$ cat src/mclw_pkg.sv
`timescale 1ns / 1ps
`default_nettype none

package mclw_pkg;

  // Field widths
  localparam int REQ_W     = 3;
  localparam int CH_W      = 3;
  localparam int VAL_W     = 32;
  localparam int TIME_W    = 31;
  localparam int ID_W      = 3;
  localparam int STATUS_W  = 2;
  localparam int CFG_IDX_W = 2;

  // Table size and scan limits
  localparam int CHANNELS_DEF = 8;
  localparam int MAX_RESULTS  = 8;
  localparam int NF_W         = $clog2(MAX_RESULTS + 1);

  // Configuration reset values
  localparam logic [TIME_W-1:0] DEF_TIMEOUT = 31'd100;
  localparam logic [TIME_W-1:0] DEF_GRACE   = 31'd1000;

  // Configuration register indexes
  localparam logic [CFG_IDX_W-1:0] REG_DEFAULT_TIMEOUT = 2'd0;
  localparam logic [CFG_IDX_W-1:0] REG_DEFAULT_GRACE   = 2'd1;

  // Request codes
  localparam logic [REQ_W-1:0] REQ_REGISTER = 3'd0;
  localparam logic [REQ_W-1:0] REQ_FEED     = 3'd1;
  localparam logic [REQ_W-1:0] REQ_SET_TMO  = 3'd2;
  localparam logic [REQ_W-1:0] REQ_QUERY    = 3'd3;
  localparam logic [REQ_W-1:0] REQ_TICK     = 3'd4;
  localparam logic [REQ_W-1:0] REQ_SCAN     = 3'd5;

  // Status codes
  localparam logic [STATUS_W-1:0] ST_OK         = 2'd0;
  localparam logic [STATUS_W-1:0] ST_FULL       = 2'd1;
  localparam logic [STATUS_W-1:0] ST_BAD_VALUE  = 2'd2;
  localparam logic [STATUS_W-1:0] ST_UNKNOWN_CH = 2'd3;

  // Channel table write controls
  typedef struct packed {
    logic we_timeout;
    logic we_deadline;
    logic we_fed;
    logic fed_val;
    logic we_notified;
    logic notified_val;
  } tbl_wr_t;

endpackage

`default_nettype wire

$ cat src/multi_channel_liveness_watchdog_core.sv
`timescale 1ns / 1ps
`default_nettype none

// Multi-channel liveness watchdog. Keeps a millisecond clock and a table of
// CHANNELS watchdog channels handed out in order by register requests; feed,
// set timeout and query address one channel, tick advances the clock, and a
// scan reports each registered channel whose deadline is newly reached, in
// ascending order, at most eight per scan, with last on the final report (a
// scan with nothing to report gives no result). Deadlines compare as signed
// 32-bit differences, so clock wrap is harmless. Requests are taken one at a
// time: a non-scan request is accepted, makes one pass through the shared
// adder and gives its result. A scan is accepted, set up, walks the table
// through the single add/subtract unit one channel a cycle while no report
// waits on the output, and ends with a final flush; a scan of an empty table
// ends at setup with no result.
// Configuration writes are always taken.
module multi_channel_liveness_watchdog_core #(
  parameter int CHANNELS = mclw_pkg::CHANNELS_DEF
) (
  input  wire logic                           clk,
  input  wire logic                           rst,
  // request channel
  input  wire logic                           in_valid,
  output logic                                in_ready,
  input  wire logic [mclw_pkg::REQ_W-1:0]     req_type,
  input  wire logic [mclw_pkg::CH_W-1:0]      channel,
  input  wire logic [mclw_pkg::VAL_W-1:0]     timeout_value,
  input  wire logic [mclw_pkg::VAL_W-1:0]     grace_value,
  // result channel
  output logic                                out_valid,
  input  wire logic                           out_ready,
  output logic      [mclw_pkg::STATUS_W-1:0]  status,
  output logic      [mclw_pkg::ID_W-1:0]      channel_id,
  output logic                                online,
  output logic                                notify,
  output logic                                last,
  // configuration write channel
  input  wire logic                           cfg_valid,
  output logic                                cfg_ready,
  input  wire logic [mclw_pkg::CFG_IDX_W-1:0] cfg_index,
  input  wire logic [mclw_pkg::TIME_W-1:0]    cfg_data
);
  import mclw_pkg::*;

  localparam int IDX_W = (CHANNELS > 1) ? $clog2(CHANNELS) : 1;
  localparam int CNT_W = $clog2(CHANNELS + 1);
  localparam int CMP_W = (CNT_W > CH_W) ? CNT_W : CH_W;

  typedef enum logic [4:0] {
    S_IDLE  = 5'b00001,
    S_EXEC  = 5'b00010,
    S_SCAN  = 5'b00100,
    S_FLUSH = 5'b01000,
    S_OUT   = 5'b10000
  } state_t;

  state_t state, state_next;

  // Configuration
  logic [TIME_W-1:0] default_timeout;
  logic [TIME_W-1:0] default_grace;

  // Block state
  logic [VAL_W-1:0] clock_ms, clock_ms_next;
  logic [CNT_W-1:0] reg_count, reg_count_next;

  // Latched request
  logic [REQ_W-1:0] req, req_next;
  logic [CH_W-1:0]  ch, ch_next;
  logic [VAL_W-1:0] tv, tv_next;
  logic [VAL_W-1:0] gv, gv_next;

  // Table address and scan bookkeeping
  logic [IDX_W-1:0] addr, addr_next;
  logic             scan_active, scan_active_next;
  logic             scan_end, scan_end_next;
  logic             pend_v, pend_v_next;
  logic [IDX_W-1:0] pend_id, pend_id_next;
  logic [NF_W-1:0]  nfound, nfound_next;

  // Result registers
  logic                out_valid_next;
  logic [STATUS_W-1:0] status_next;
  logic [ID_W-1:0]     channel_id_next;
  logic                online_next, notify_next, last_next;

  // Shared unit and table
  logic [VAL_W-1:0]  alu_b, alu_y;
  logic              alu_sub;
  tbl_wr_t           wr;
  logic [TIME_W-1:0] wr_timeout;
  logic [TIME_W-1:0] rd_timeout;
  logic [VAL_W-1:0]  rd_deadline;
  logic              rd_fed, rd_notified;

  // Decode helpers
  logic [VAL_W-1:0] t_sel, g_sel;
  logic             known, full, expired, at_end;
  logic [NF_W-1:0]  found_n;

  mclw_alu u_alu (
    .a   (clock_ms),
    .b   (alu_b),
    .sub (alu_sub),
    .y   (alu_y)
  );

  mclw_table #(
    .CHANNELS (CHANNELS)
  ) u_table (
    .clk         (clk),
    .rst         (rst),
    .addr        (addr),
    .wr          (wr),
    .wr_timeout  (wr_timeout),
    .wr_deadline (alu_y),
    .rd_timeout  (rd_timeout),
    .rd_deadline (rd_deadline),
    .rd_fed      (rd_fed),
    .rd_notified (rd_notified)
  );

  assign in_ready  = (state == S_IDLE);
  assign cfg_ready = 1'b1;

  // Request decode
  assign t_sel   = (tv != '0) ? tv : {1'b0, default_timeout};
  assign g_sel   = (gv != '0) ? gv : {1'b0, default_grace};
  assign known   = CMP_W'(ch) < CMP_W'(reg_count);
  assign full    = (reg_count == CNT_W'(CHANNELS));
  assign expired = ~rd_notified & ~alu_y[VAL_W-1];
  assign found_n = nfound + NF_W'(expired);
  assign at_end  = ((CNT_W'(addr) + CNT_W'(1)) == reg_count) ||
                   (found_n == NF_W'(MAX_RESULTS));

  // Sequencer
  always_comb begin
    state_next       = state;
    clock_ms_next    = clock_ms;
    reg_count_next   = reg_count;
    req_next         = req;
    ch_next          = ch;
    tv_next          = tv;
    gv_next          = gv;
    addr_next        = addr;
    scan_active_next = scan_active;
    scan_end_next    = scan_end;
    pend_v_next      = pend_v;
    pend_id_next     = pend_id;
    nfound_next      = nfound;
    out_valid_next   = out_valid;
    status_next      = status;
    channel_id_next  = channel_id;
    online_next      = online;
    notify_next      = notify;
    last_next        = last;
    alu_b            = '0;
    alu_sub          = 1'b0;
    wr               = '0;
    wr_timeout       = t_sel[TIME_W-1:0];

    unique case (state)
      S_IDLE: begin
        if (in_valid) begin
          req_next = req_type;
          ch_next  = channel;
          tv_next  = timeout_value;
          gv_next  = grace_value;
          if (req_type == REQ_REGISTER) begin
            addr_next = IDX_W'(reg_count);
          end else if (req_type == REQ_SCAN) begin
            addr_next = '0;
          end else begin
            addr_next = IDX_W'(channel);
          end
          state_next = S_EXEC;
        end
      end

      S_EXEC: begin
        // single-result requests and scan setup
        out_valid_next  = 1'b1;
        status_next     = ST_OK;
        channel_id_next = '0;
        online_next     = 1'b0;
        notify_next     = 1'b0;
        last_next       = 1'b1;
        state_next      = S_OUT;
        unique case (req)
          REQ_REGISTER: begin
            alu_b = g_sel;
            if (full) begin
              status_next = ST_FULL;
            end else if (t_sel[VAL_W-1] || g_sel[VAL_W-1]) begin
              status_next = ST_BAD_VALUE;
            end else begin
              wr.we_timeout   = 1'b1;
              wr.we_deadline  = 1'b1;
              wr.we_fed       = 1'b1;
              wr.fed_val      = 1'b0;
              wr.we_notified  = 1'b1;
              wr.notified_val = 1'b0;
              wr_timeout      = t_sel[TIME_W-1:0];
              reg_count_next  = reg_count + CNT_W'(1);
              channel_id_next = ID_W'(reg_count);
            end
          end
          REQ_FEED: begin
            alu_b = {1'b0, rd_timeout};
            if (!known) begin
              status_next = ST_UNKNOWN_CH;
            end else begin
              wr.we_deadline  = 1'b1;
              wr.we_fed       = 1'b1;
              wr.fed_val      = 1'b1;
              wr.we_notified  = 1'b1;
              wr.notified_val = 1'b0;
            end
          end
          REQ_SET_TMO: begin
            wr_timeout = tv[TIME_W-1:0];
            if (!known) begin
              status_next = ST_UNKNOWN_CH;
            end else if (tv == '0 || tv[VAL_W-1]) begin
              status_next = ST_BAD_VALUE;
            end else begin
              wr.we_timeout = 1'b1;
            end
          end
          REQ_QUERY: begin
            alu_sub = 1'b1;
            alu_b   = rd_deadline;
            if (!known) begin
              status_next = ST_UNKNOWN_CH;
            end else begin
              online_next = rd_fed & ~rd_notified & alu_y[VAL_W-1];
            end
          end
          REQ_TICK: begin
            alu_b         = VAL_W'(1);
            clock_ms_next = alu_y;
          end
          REQ_SCAN: begin
            out_valid_next = 1'b0;
            if (reg_count == '0) begin
              state_next = S_IDLE;
            end else begin
              scan_active_next = 1'b1;
              scan_end_next    = 1'b0;
              pend_v_next      = 1'b0;
              nfound_next      = '0;
              state_next       = S_SCAN;
            end
          end
          default: begin
            // unknown request: plain ok
          end
        endcase
      end

      S_SCAN: begin
        // one channel a cycle unless a report waits on the output; a report is held back one find to mark last
        alu_sub       = 1'b1;
        alu_b         = rd_deadline;
        addr_next     = addr + IDX_W'(1);
        scan_end_next = at_end;
        state_next    = at_end ? S_FLUSH : S_SCAN;
        if (expired) begin
          wr.we_notified  = 1'b1;
          wr.notified_val = 1'b1;
          nfound_next     = found_n;
          pend_v_next     = 1'b1;
          pend_id_next    = addr;
          if (pend_v) begin
            out_valid_next  = 1'b1;
            status_next     = ST_OK;
            channel_id_next = ID_W'(pend_id);
            online_next     = 1'b0;
            notify_next     = 1'b1;
            last_next       = 1'b0;
            state_next      = S_OUT;
          end
        end
      end

      S_FLUSH: begin
        scan_active_next = 1'b0;
        if (pend_v) begin
          pend_v_next     = 1'b0;
          out_valid_next  = 1'b1;
          status_next     = ST_OK;
          channel_id_next = ID_W'(pend_id);
          online_next     = 1'b0;
          notify_next     = 1'b1;
          last_next       = 1'b1;
          state_next      = S_OUT;
        end else begin
          state_next = S_IDLE;
        end
      end

      S_OUT: begin
        if (out_ready) begin
          out_valid_next = 1'b0;
          if (scan_active) begin
            state_next = scan_end ? S_FLUSH : S_SCAN;
          end else begin
            state_next = S_IDLE;
          end
        end
      end

      default: begin
        state_next = S_IDLE;
      end
    endcase
  end

  // Control registers
  always_ff @(posedge clk) begin
    if (rst) begin
      state       <= S_IDLE;
      clock_ms    <= '0;
      reg_count   <= '0;
      scan_active <= 1'b0;
      pend_v      <= 1'b0;
      out_valid   <= 1'b0;
    end else begin
      state       <= state_next;
      clock_ms    <= clock_ms_next;
      reg_count   <= reg_count_next;
      scan_active <= scan_active_next;
      pend_v      <= pend_v_next;
      out_valid   <= out_valid_next;
    end
  end

  // Payload registers
  always_ff @(posedge clk) begin
    req        <= req_next;
    ch         <= ch_next;
    tv         <= tv_next;
    gv         <= gv_next;
    addr       <= addr_next;
    scan_end   <= scan_end_next;
    pend_id    <= pend_id_next;
    nfound     <= nfound_next;
    status     <= status_next;
    channel_id <= channel_id_next;
    online     <= online_next;
    notify     <= notify_next;
    last       <= last_next;
  end

  // Configuration registers
  always_ff @(posedge clk) begin
    if (rst) begin
      default_timeout <= DEF_TIMEOUT;
      default_grace   <= DEF_GRACE;
    end else if (cfg_valid) begin
      if (cfg_index == REG_DEFAULT_TIMEOUT) begin
        default_timeout <= cfg_data;
      end else if (cfg_index == REG_DEFAULT_GRACE) begin
        default_grace <= cfg_data;
      end
    end
  end

endmodule

`default_nettype wire

$ cat src/mclw_alu.sv
`timescale 1ns / 1ps
`default_nettype none

// Shared 32-bit add/subtract unit: deadlines, wrap-safe differences, clock tick
module mclw_alu (
  input  wire logic [mclw_pkg::VAL_W-1:0] a,
  input  wire logic [mclw_pkg::VAL_W-1:0] b,
  input  wire logic                       sub,
  output logic      [mclw_pkg::VAL_W-1:0] y
);
  import mclw_pkg::*;

  logic [VAL_W-1:0] b_op;

  assign b_op = sub ? ~b : b;
  assign y    = a + b_op + VAL_W'(sub);

endmodule

`default_nettype wire

$ cat src/mclw_table.sv
`timescale 1ns / 1ps
`default_nettype none

// Channel table: one shared address for read and write
module mclw_table #(
  parameter int CHANNELS = mclw_pkg::CHANNELS_DEF,
  localparam int IDX_W = (CHANNELS > 1) ? $clog2(CHANNELS) : 1
) (
  input  wire logic                        clk,
  input  wire logic                        rst,
  input  wire logic [IDX_W-1:0]            addr,
  input  wire mclw_pkg::tbl_wr_t           wr,
  input  wire logic [mclw_pkg::TIME_W-1:0] wr_timeout,
  input  wire logic [mclw_pkg::VAL_W-1:0]  wr_deadline,
  output logic      [mclw_pkg::TIME_W-1:0] rd_timeout,
  output logic      [mclw_pkg::VAL_W-1:0]  rd_deadline,
  output logic                             rd_fed,
  output logic                             rd_notified
);
  import mclw_pkg::*;

  logic [TIME_W-1:0] timeout_mem  [CHANNELS];
  logic [VAL_W-1:0]  deadline_mem [CHANNELS];
  logic [CHANNELS-1:0] fed;
  logic [CHANNELS-1:0] notified;

  // Payload storage, written only for allocated channels
  always_ff @(posedge clk) begin
    if (wr.we_timeout) begin
      timeout_mem[addr] <= wr_timeout;
    end
    if (wr.we_deadline) begin
      deadline_mem[addr] <= wr_deadline;
    end
  end

  // Flags
  always_ff @(posedge clk) begin
    if (rst) begin
      fed      <= '0;
      notified <= '0;
    end else begin
      if (wr.we_fed) begin
        fed[addr] <= wr.fed_val;
      end
      if (wr.we_notified) begin
        notified[addr] <= wr.notified_val;
      end
    end
  end

  assign rd_timeout  = timeout_mem[addr];
  assign rd_deadline = deadline_mem[addr];
  assign rd_fed      = fed[addr];
  assign rd_notified = notified[addr];

endmodule

`default_nettype wire
$ cat config.mk
export PLATFORM = sky130hd
export DESIGN_NAME = multi_channel_liveness_watchdog_core
export DESIGN_NICKNAME = d
export VERILOG_FILES = /design/src/mclw_pkg.sv /design/src/multi_channel_liveness_watchdog_core.sv /design/src/mclw_alu.sv /design/src/mclw_table.sv
export SDC_FILE = /design/constraint.sdc
export NUM_CORES = 1
export LEC_CHECK = 0
export ABC_CLOCK_PERIOD_IN_PS = 10800
export BUFFER_PORTS_ARGS = -buffer_cell sky130_fd_sc_hd__buf_4
export CORE_MARGIN = 2
export CORE_UTILIZATION = 55
export CTS_CLUSTER_SIZE = 12
export DETAILED_ROUTE_END_ITERATION = 7
export PLACE_DENSITY = 0.72
export SYNTH_ARGS = -nofsm -noshare
export SYNTH_HDL_FRONTEND = slang
export SYNTH_SLANG_ARGS = --single-unit
$ cat constraint.sdc
create_clock -name clk -period 10.8 [get_ports clk]
set_clock_uncertainty 0.1 [all_clocks]
set_input_delay 1.08 -clock clk [delete_from_list [all_inputs] [get_ports clk]]
set_output_delay 1.08 -clock clk [all_outputs]
set_load 0.02 [all_outputs]
### Word-level counts from Yosys, hierarchy flattened

Memory sizes are Yosys's and may differ from the RTL's. A register that Yosys moved wholly into a read port is not among the register bits.
Index checks and enable logic that the tools add are counted.
Widths: inputs -> output; s select.

* add/sub/neg operators: 6
* order comparisons: 3
* eq/ne operators: 22
* muxes and demuxes: 92
* bitwise operators: 9
* reductions and logical operators: 32

Operator list (number)
* $pmux 32 s4: 1
* $mux 32: 3
* $pmux 32 s2: 1
* $reduce_bool 32->1: 2
* $mux 31: 2
* $mux 5: 7
* $mux 3: 11
* $add 32x1->32: 1
* $add 32x32->32: 1
* $logic_not 32->1: 1
* $not 32->32: 1
* $mux 1: 28
* $mux 4: 7
* $pmux 5 s5: 1
* $bwmux 8: 2
* $mux 2: 8
* $reduce_and 4->1: 4
* $reduce_and 2->1: 7
* $mux 6: 2
* $ne 2x2->1 const B: 6
* $pmux 1 s3: 4
* $pmux 2 s3: 2
* $reduce_and 3->1: 4
* $pmux 5 s2: 1
* other kinds (38): 57

* bits in registers: 211
* memory bits (writable): 504
* word-level logic and storage cells: 189
* memories: 2

Memories
* u_table.deadline_mem: depth 8, bits a word 32, read ports 1, clocked after memory_dff 1, wr ports 1, RTL line mclw_table.sv:23 `logic [VAL_W-1:0] deadline_mem [CHANNELS];`
* u_table.timeout_mem: depth 8, bits a word 31, read ports 1, clocked after memory_dff 1, wr ports 1, RTL line mclw_table.sv:22 `logic [TIME_W-1:0] timeout_mem [CHANNELS];`

### Longest topological paths before layout

Gate-level depths: netlist of the first run.

* word-level depth: 17
* depth in mapped cells: 28
* depth with buffers taken out: 26

### By module

A second synthesis of the first run with hierarchy kept.

* cell total of the unflattened synthesis: 2051
* area total of the unflattened synthesis: 30391.6 µm²

Modules (own cells, without submodules)
* mclw_table: times used 1, cells each 846, area an instance 19774.0 µm², sequential area each 15454.8 µm²
* multi_channel_liveness_watchdog_core: times used 1, cells each 913, area an instance 8496.9 µm², sequential area each 4794.6 µm²
* mclw_alu: times used 1, cells each 292, area an instance 2120.8 µm², sequential area each 0.0 µm²

### Worst setup path before layout of the first run

OpenSTA, ideal clock, no wires.

* path type: flip-flop to flip-flop
* from: register with a tool-made name
* to: register state[2]
* setup time: 0.116 ns
* data arrival time: 5.720 ns
* path slack: 4.864 ns
* cell stages (with the launch flop): 26
* buffers on the path: 3
* clock period less this slack: 5.936 ns
* cell sequence: dfxtp_1 buf_2 clkbuf_1 buf_1 mux4_2 mux2i_1 o22ai_1 o21ai_0 o211ai_1 o21ai_0 ha_1 a21oi_1 o21ai_0 or2_2 a21o_1 a21oi_1 o21ai_0 a21oi_1 o21ai_2 o31ai_2 inv_1 ha_1 ha_1 o41ai_1 o221ai_1 o211a_1

RTL lines
* to (signal assigned): RTL line multi_channel_liveness_watchdog_core.sv:329 `state <= state_next;`
* to (decl): RTL line multi_channel_liveness_watchdog_core.sv:57 `state_t state, state_next;`

==> results.md, run 1 <==
- CTS tree: built
- Clock sinks: 718
- Gr usage total: 26.9%
- Period utilisation layout: between 60% and 70%
- Hold slack: 356 ps
- Worst-skew pair later-pin latency: 620 ps
- Row count: 86
- Grt met3 use: 6.58%
- IO Pins: 119
- Root Buffer: clkbuf_16
- Critical path capture point type: flip-flop
- Final Slew Violations: 0
- Mean post-synth cell area: 14.6 um^2
- Total CTS buffers: 73
- Routed len/inst: 25.6 um
- Largest net degree at the start of global routing: 95
- Worst-Margin Slew: 1100 ps
- Vias: 18.7k
- Yosys reg bits: 718
- Post-synth top area cell: edfxtp_1
- HPWL after DPL: 48900 um
- Gate power share: 7.3%
- Post-synth ARST share: 0%
- Yosys synthesis warning count: 0
- Fin nets: 2340
- Final GP Congestion: 0.881
- GRT overflow: 0
- Leak Pwr: 11.6 nW
- Final WL: 75600 um
- Core area: 54900 um^2
- Worst Hold Launch: default_timeout[22]
- Int Power: between 4 and 5 mW
- Hold Path Stages: 2
- Initial Util: a little under three fifths
- Area grow syn2layout: 12.8%
- CTS max path bufs: 3
- Die span in x: 239 um
- Pwr dens: about 170 nW/um^2
- Chip height: 239 um
- Clk slew on worst S/H paths: 60 ps
- Reg2reg path depth: 24
- DP Cell Count: 2822
- WP data required: roughly 11000 ps
- Area contributors post-synth: edfxtp_1, mux4_2, dfxtp_1
- Peak supply drop: 0.141 mV
- Final setup fails: 0
- Peak Freq: ~140 MHz
- Htree depth: 3
- Hold crit path type: reg2reg
- Sequential area share after synthesis: roughly two thirds
- Status: completed
- NetSw: 1.31 mW
- Vias in the first global route: 18.4k
- Max_cap viols: 0
- Yosys top cell area share: 58.5%
- WS Path Type: reg2reg
- # port buffers: 117
- Worst hold endpoint: default_timeout[22]
- Worst reg2reg setup slack: approximately 3500 ps
- Yosys cell types: 80
- Cell with the most instances after synthesis: edfxtp_1
- Full die area: 57300 um^2
- Sw frac: 22.5%
- DRC viols: 0
- ANT cells: 0
- Post-CTS Resized: 0
- Share of total power in the clock network: 39.9%
- CP Max Fanout: 70
- Fraction of layout cells with a size suffix above 1: 18.9%
- Max-slew headroom: 26.9%
- Commonest cells post-synth: edfxtp_1, nand2_1, a21oi_1
- Fin area: 34400 um^2
- Post-CTS Setup Inserts: 0
- Dominant synthesized flop cell: edfxtp_1
- ANT nets after route: 0
- Mapped Nets: 2226
- Mapped Cells: 2079
- Reg-to-Reg End: state[3]
- Flop pwr share: a little over half
- Final hold vios: 0
- Layout Cells excl Fill: 2955
- Drt via density: 6.33
- Gr busiest metal: met2
- Crit path launch type: flip-flop
- Initial antenna violation count: 2
- M1 GR Usage: a little under two fifths
- Post-synth EDFFs: 593
- DRT iter0 DRCs: 1998
- Final min period: 7330 ps
- Mapped Area: 30500 um^2
- Hold buffers post-CTS: 0
- Unrepaired setup endpoints after global routing: false
- Placed inst area: 32200 um^2
- Setup TNS: 0 ps
- M2 GR Usage: 41.5%
- CP Data Arrival Time: 7780 ps
- First-pass GRT wire length: 113000 um
- First drt pass iteration count: 6
## power by group through the flow
stage	combinational, mW	clock (mW)	sequential (mW)
2_1_floorplan	0.303	0	3.09
3_3_place_gp	0.418	0	3.13
3_5_place_dp	0.424	0	3.13
4_1_cts	0.426	2.36	3.07
5_1_grt	0.459	2.46	3.07
6_report	0.427	2.32	3.07
## kinds of logic (layout without fill, tap and decap cells)
group,Yosys count,after routing,synth area share [%]
DFF,718,718,66.7
and+or+nand+nor,488,488,7.67
AOI/OAI and AO/OA,453,453,9.43
muxes,194,194,11.5
buffers and inverters,145,317,1.91
xor gates and xnor gates,41,41,1.18
adders and majority gates,39,39,1.63
other,1,1,0.0123
## critical path: stages (launching register included)
cell and delay (ps):
dfxtp_4 950, buf_4 890, mux4_2 430, mux2i_1 230
o22ai_1 100, o21ai_0 270, o211ai_1 130, o21ai_0 120
ha_1 320, a21oi_1 220, o21ai_0 140, or2_2 310
a21o_1 180, a21oi_1 170, o21ai_0 210, a21oi_1 210
o21ai_2 120, o31ai_2 500, inv_1 120, ha_1 230
ha_1 290, o41ai_1 440, nand2_1 140, nand2_1 120
o211a_1 160
## state kept, by name, summed over array words and instances (netlist names), 31 cells and up, named ones only
signal and cells:
u_table.deadline_mem 256, tv 32, u_table.timeout_mem 248, default_grace 31, default_timeout 31, gv 32, clock_ms 32
## per-layer routing
metal  vias to the layer above  wire length [um]
li1                       8304                 -
met1                      9382             30900
met2                       856             35100
met3                       146              7190
met4                         4              2340
met5                         -                17
## stage by stage
| stage | utilization (%) | power (mW) | setup slack (ps) |
|---|---|---|---|
| after floorplan | - | 3.39 | 4860 |
| after global placement | 58.7 | 3.55 | 3730 |
| after detailed placement | 58.7 | 3.56 | 3510 |
| after CTS | 62.6 | 5.86 | 3450 |
| after global routing | 62.6 | 6.00 | 2810 |
| final | 62.6 | 5.82 | 3470 |
## area by class of cell
cell class	instances	area (um^2)
Timing Repair Buffer	155	1160
Inverter	29	109
Fill cell	3975	20500
Clock inverter	17	124
Tap cell	704	881
Clock buffer	116	2040
Sequential cell	718	20300
Multi-Input combinational cell	1216	9710
## placed cells by master, fill, tap and decap left out, drive strengths merged, types with 11 or more instances in the layout
cell type and count:
clkbuf 116, o22ai 34, nand3 12, nand4 14, xnor2 32, nand3b 19
a21o 46, nand2b 14, a21oi 150, o21bai 12, mux4 123, dfxtp 125
o21a 11, nor3 30, nor3b 12, clkinv 13, a211oi 11, nand2 211
o211ai 35, mux2i 66, edfxtp 593, inv 33, buf 155, nor4 19
ha 38, nor2 108, o21ai 99
## worst max path at each step
stage	startpoint	end	slack, ps	cells after the start
floorplan	flip-flop	state[2]	4860	25
global placement	flip-flop	state[3]	3730	25
detailed placement	flip-flop	state[2]	3510	24
CTS	flip-flop	state[2]	3450	24
global route	flip-flop	state[3]	2810	25
finish	flip-flop	state[3]	3470	24
No activity file was read; power rests on OpenSTA's default activity.
==> run 2: changes to the inputs <==
--- a/config.mk
+++ b/config.mk
@@ -5,13 +5,14 @@
 export SDC_FILE = /design/constraint.sdc
 export NUM_CORES = 1
 export LEC_CHECK = 0
-export ABC_CLOCK_PERIOD_IN_PS = 10800
+export ABC_AREA = 1
+export ABC_CLOCK_PERIOD_IN_PS = 6600
 export BUFFER_PORTS_ARGS = -buffer_cell sky130_fd_sc_hd__buf_4
 export CORE_MARGIN = 2
 export CORE_UTILIZATION = 55
 export CTS_CLUSTER_SIZE = 12
 export DETAILED_ROUTE_END_ITERATION = 7
-export PLACE_DENSITY = 0.72
+export PLACE_DENSITY = 0.75
 export SYNTH_ARGS = -nofsm -noshare
 export SYNTH_HDL_FRONTEND = slang
 export SYNTH_SLANG_ARGS = --single-unit
==> constraint.sdc (replaced) <==
create_clock -name clk -period 6.6 [get_ports clk]
set_clock_uncertainty 0.1 [all_clocks]
set_input_delay 0.66 -clock clk [delete_from_list [all_inputs] [get_ports clk]]
set_output_delay 0.66 -clock clk [all_outputs]
set_load 0.02 [all_outputs]
==> results.md, run 2 <==
- Initial antenna violation count: 3
- Mapped Cells: 2871
- Worst-skew pair later-pin latency: 640 ps
- Dominant synthesized flop cell: edfxtp_1
- Reg2reg path depth: 29
- Area grow syn2layout: 13.1%
- Pre-CTS WS: 862 ps
- Mapped Nets: around 3k
- ANT cells: 0
- Period utilisation layout: 89.1%
- Fillcell total: 4281
- Final Slew Violations: 0
- Hold slack: 97.7 ps
- Initial Util: 55.8%
- CP peak stage delay: between 700 and 800 ps
- Final hold vios: 0
- WS Path Type: reg2reg
- Placed inst area: about 33000 um^2
- Total CTS buffers: 73
- Sequential area share after synthesis: 65.8%
- Final Util: 63.1%
- Tot Pwr: 12.3 mW
- Peak supply drop: 0.257 mV
- Final WL: 85400 um
- CP dominant cell by count: inv_1
- Core area: 55300 um^2
- Clock sinks: 718
- Crit path launch type: flip-flop
- Commonest cells after routing, fill and taps aside: edfxtp_1, nor2_1, o21ai_0, nand2_1, buf_4
- # port buffers: 117
- Area contributors post-synth: edfxtp_1, dfxtp_1, o21ai_0
- HPWL after DPL: 54700 um
- Post-CTS Setup Inserts: 0
- Fin nets: 3104
- CP max-delay cell: inv_1
- CTS max path bufs: 3
- Final setup fails: 0
- Post-synth ARST share: 0%
- CTS tree: built
- Yosys synthesis warning count: 0
- Status: finished with violations
- Most flop-heavy register: u_table.deadline_mem
- Yosys cell types: 50
- Mean post-synth cell area: between 10 and 15 um^2
- Root Buffer: clkbuf_16
- Yosys reg bits: 718
- Worst-Margin Slew: 1250 ps
- CP Max Fanout: 31
- Htree depth: 3
- IO Pins: 119
- Commonest cells post-synth: edfxtp_1, nor2_1, o21ai_0
- Layout Cells excl Fill: 3762
- Pwr dens: 352 nW/um^2
- Drt via density: just over 6
- Largest registers in the final layout: u_table.deadline_mem x256, u_table.timeout_mem x248
- Clk slew on worst S/H paths: ~60 ps
- Max-slew headroom: 16.6%
- CP Data Arrival Time: about 6300 ps
- First drt pass iteration count: 8
- Fraction of layout cells with a size suffix above 1: 12.0%
- Full die area: 58000 um^2
- GRT overflow: 0
- Largest net degree at the start of global routing: 132
- Chip height: 241 um
- DRT iter0 DRCs: between 2k and 3k
- Hold Path Stages: 1
- First-pass GRT wire length: 129000 um
- Hold crit path type: in2reg
- Gr usage total: between 20% and 30%
- Vias in the first global route: about 22k
- Post-CTS Resized: 0
- Row count: 86
- Peak Freq: 170 MHz
- Final WS setup: 721 ps
- Hold buffers post-CTS: 0
- Worst Hold Launch: timeout_value[16]
- Setup TNS: 0 ps
- Cell with the most instances after synthesis: edfxtp_1
- Max_cap viols: 0
- WP data required: 7050 ps
- DRC viols: 4
- ANT nets after route: 0
- Vias: 23.0k
- Leading cell type in the layout, fill and taps excluded: edfxtp_1
- Post-synth EDFFs: 593
- Crit. Startpoint: req[0]
- Yosys top cell area share: 57.7%
- Leak Pwr: 12.5 nW
- Routed len/inst: 22.7 um
- Final min period: 5880 ps
- Mapped Area: 30900 um^2
- Critical path capture point type: flip-flop
- Final GP Congestion: 0.902
- DP Cell Count: 3630
- Max reg flops: 256
- Fin area: about 35000 um^2
- R2r startpoint: req[0]
- Unrepaired setup endpoints after global routing: false
- Die span in x: 241 um
- Failing checks: design-rule violations
- Post-synth top area cell: edfxtp_1
==> run 2: cell count changes in the layout (fill, tap and decap cells not counted), moves of 23 or more <==
cell	previous run	this run
nor2_1	90	444
o21ai_0	92	414
nand2_1	211	351
mux4_2	123	0
inv_1	28	144
mux2i_1	66	0
nand3_1	11	76
o22ai_1	33	81
a21o_1	46	2
o221ai_1	1	44
a31o_2	0	31
xnor2_1	32	9
==> run 2: logic make-up after synthesis <==
family / Yosys count / share of synthesized area, %
fa+ha+maj: 39 / 1.61
other cells: 1 / 0.0122
xor+xnor: 35 / 1.04
flops: 718 / 65.8
simple gates: 966 / 12.8
buf+inv: 312 / 3.92
compound gates: 800 / 14.8
==> run 2: worst paths after layout <==
path / end / slack (ps)
setup reg to reg: state[3] / 720
hold / removal: tv[16] / 100
hold reg to reg: u_table.fed[0] / 370
setup / recovery: state[3] / 720
==> run 2: cell type report <==
type	instances	area [um^2]	area share [%]
Tap cell	748	936	2.68
Clock inverter	18	200	0.573
Timing Repair Buffer	171	1380	3.96
Multi-Input combinational cell	1841	9490	27.2
Clock buffer	114	2010	5.76
Inverter	152	577	1.65
Sequential cell	718	20300	58.2
==> run 2: worst max-delay path, delay by kind of cell, from the launching register on <==
| kind | cells | cell delay (ps) |
|---|---|---|
| AND/OR/NAND/NOR | 12 | 1780 |
| AO/OA/AOI/OAI | 7 | 1400 |
| buffers and inverters | 6 | 1090 |
| adder cells (fa/ha/maj) | 3 | 740 |
| flip-flops | 1 | 460 |
| XOR/XNOR | 1 | 200 |
==> run 2: report_power, final <==
part           internal [mW]  switching, mW  total [mW]
logic                  0.855           2.15        3.00
registers               5.24          0.183        5.42
clock network           2.16           1.72        3.88
==> run 2: layer usage <==
| metal | wire (um) | share of wire, % | global-route usage, % | up-vias |
|---|---|---|---|---|
| li1 | - | - | - | 10445 |
| met1 | 33800 | 40 | 40.6 | 11129 |
| met2 | 39600 | 46 | 46.3 | 1239 |
| met3 | 8790 | 10 | 5.94 | 195 |
| met4 | 3170 | 3.7 | 13.6 | 4 |
| met5 | 22 | 0.026 | 0 | - |
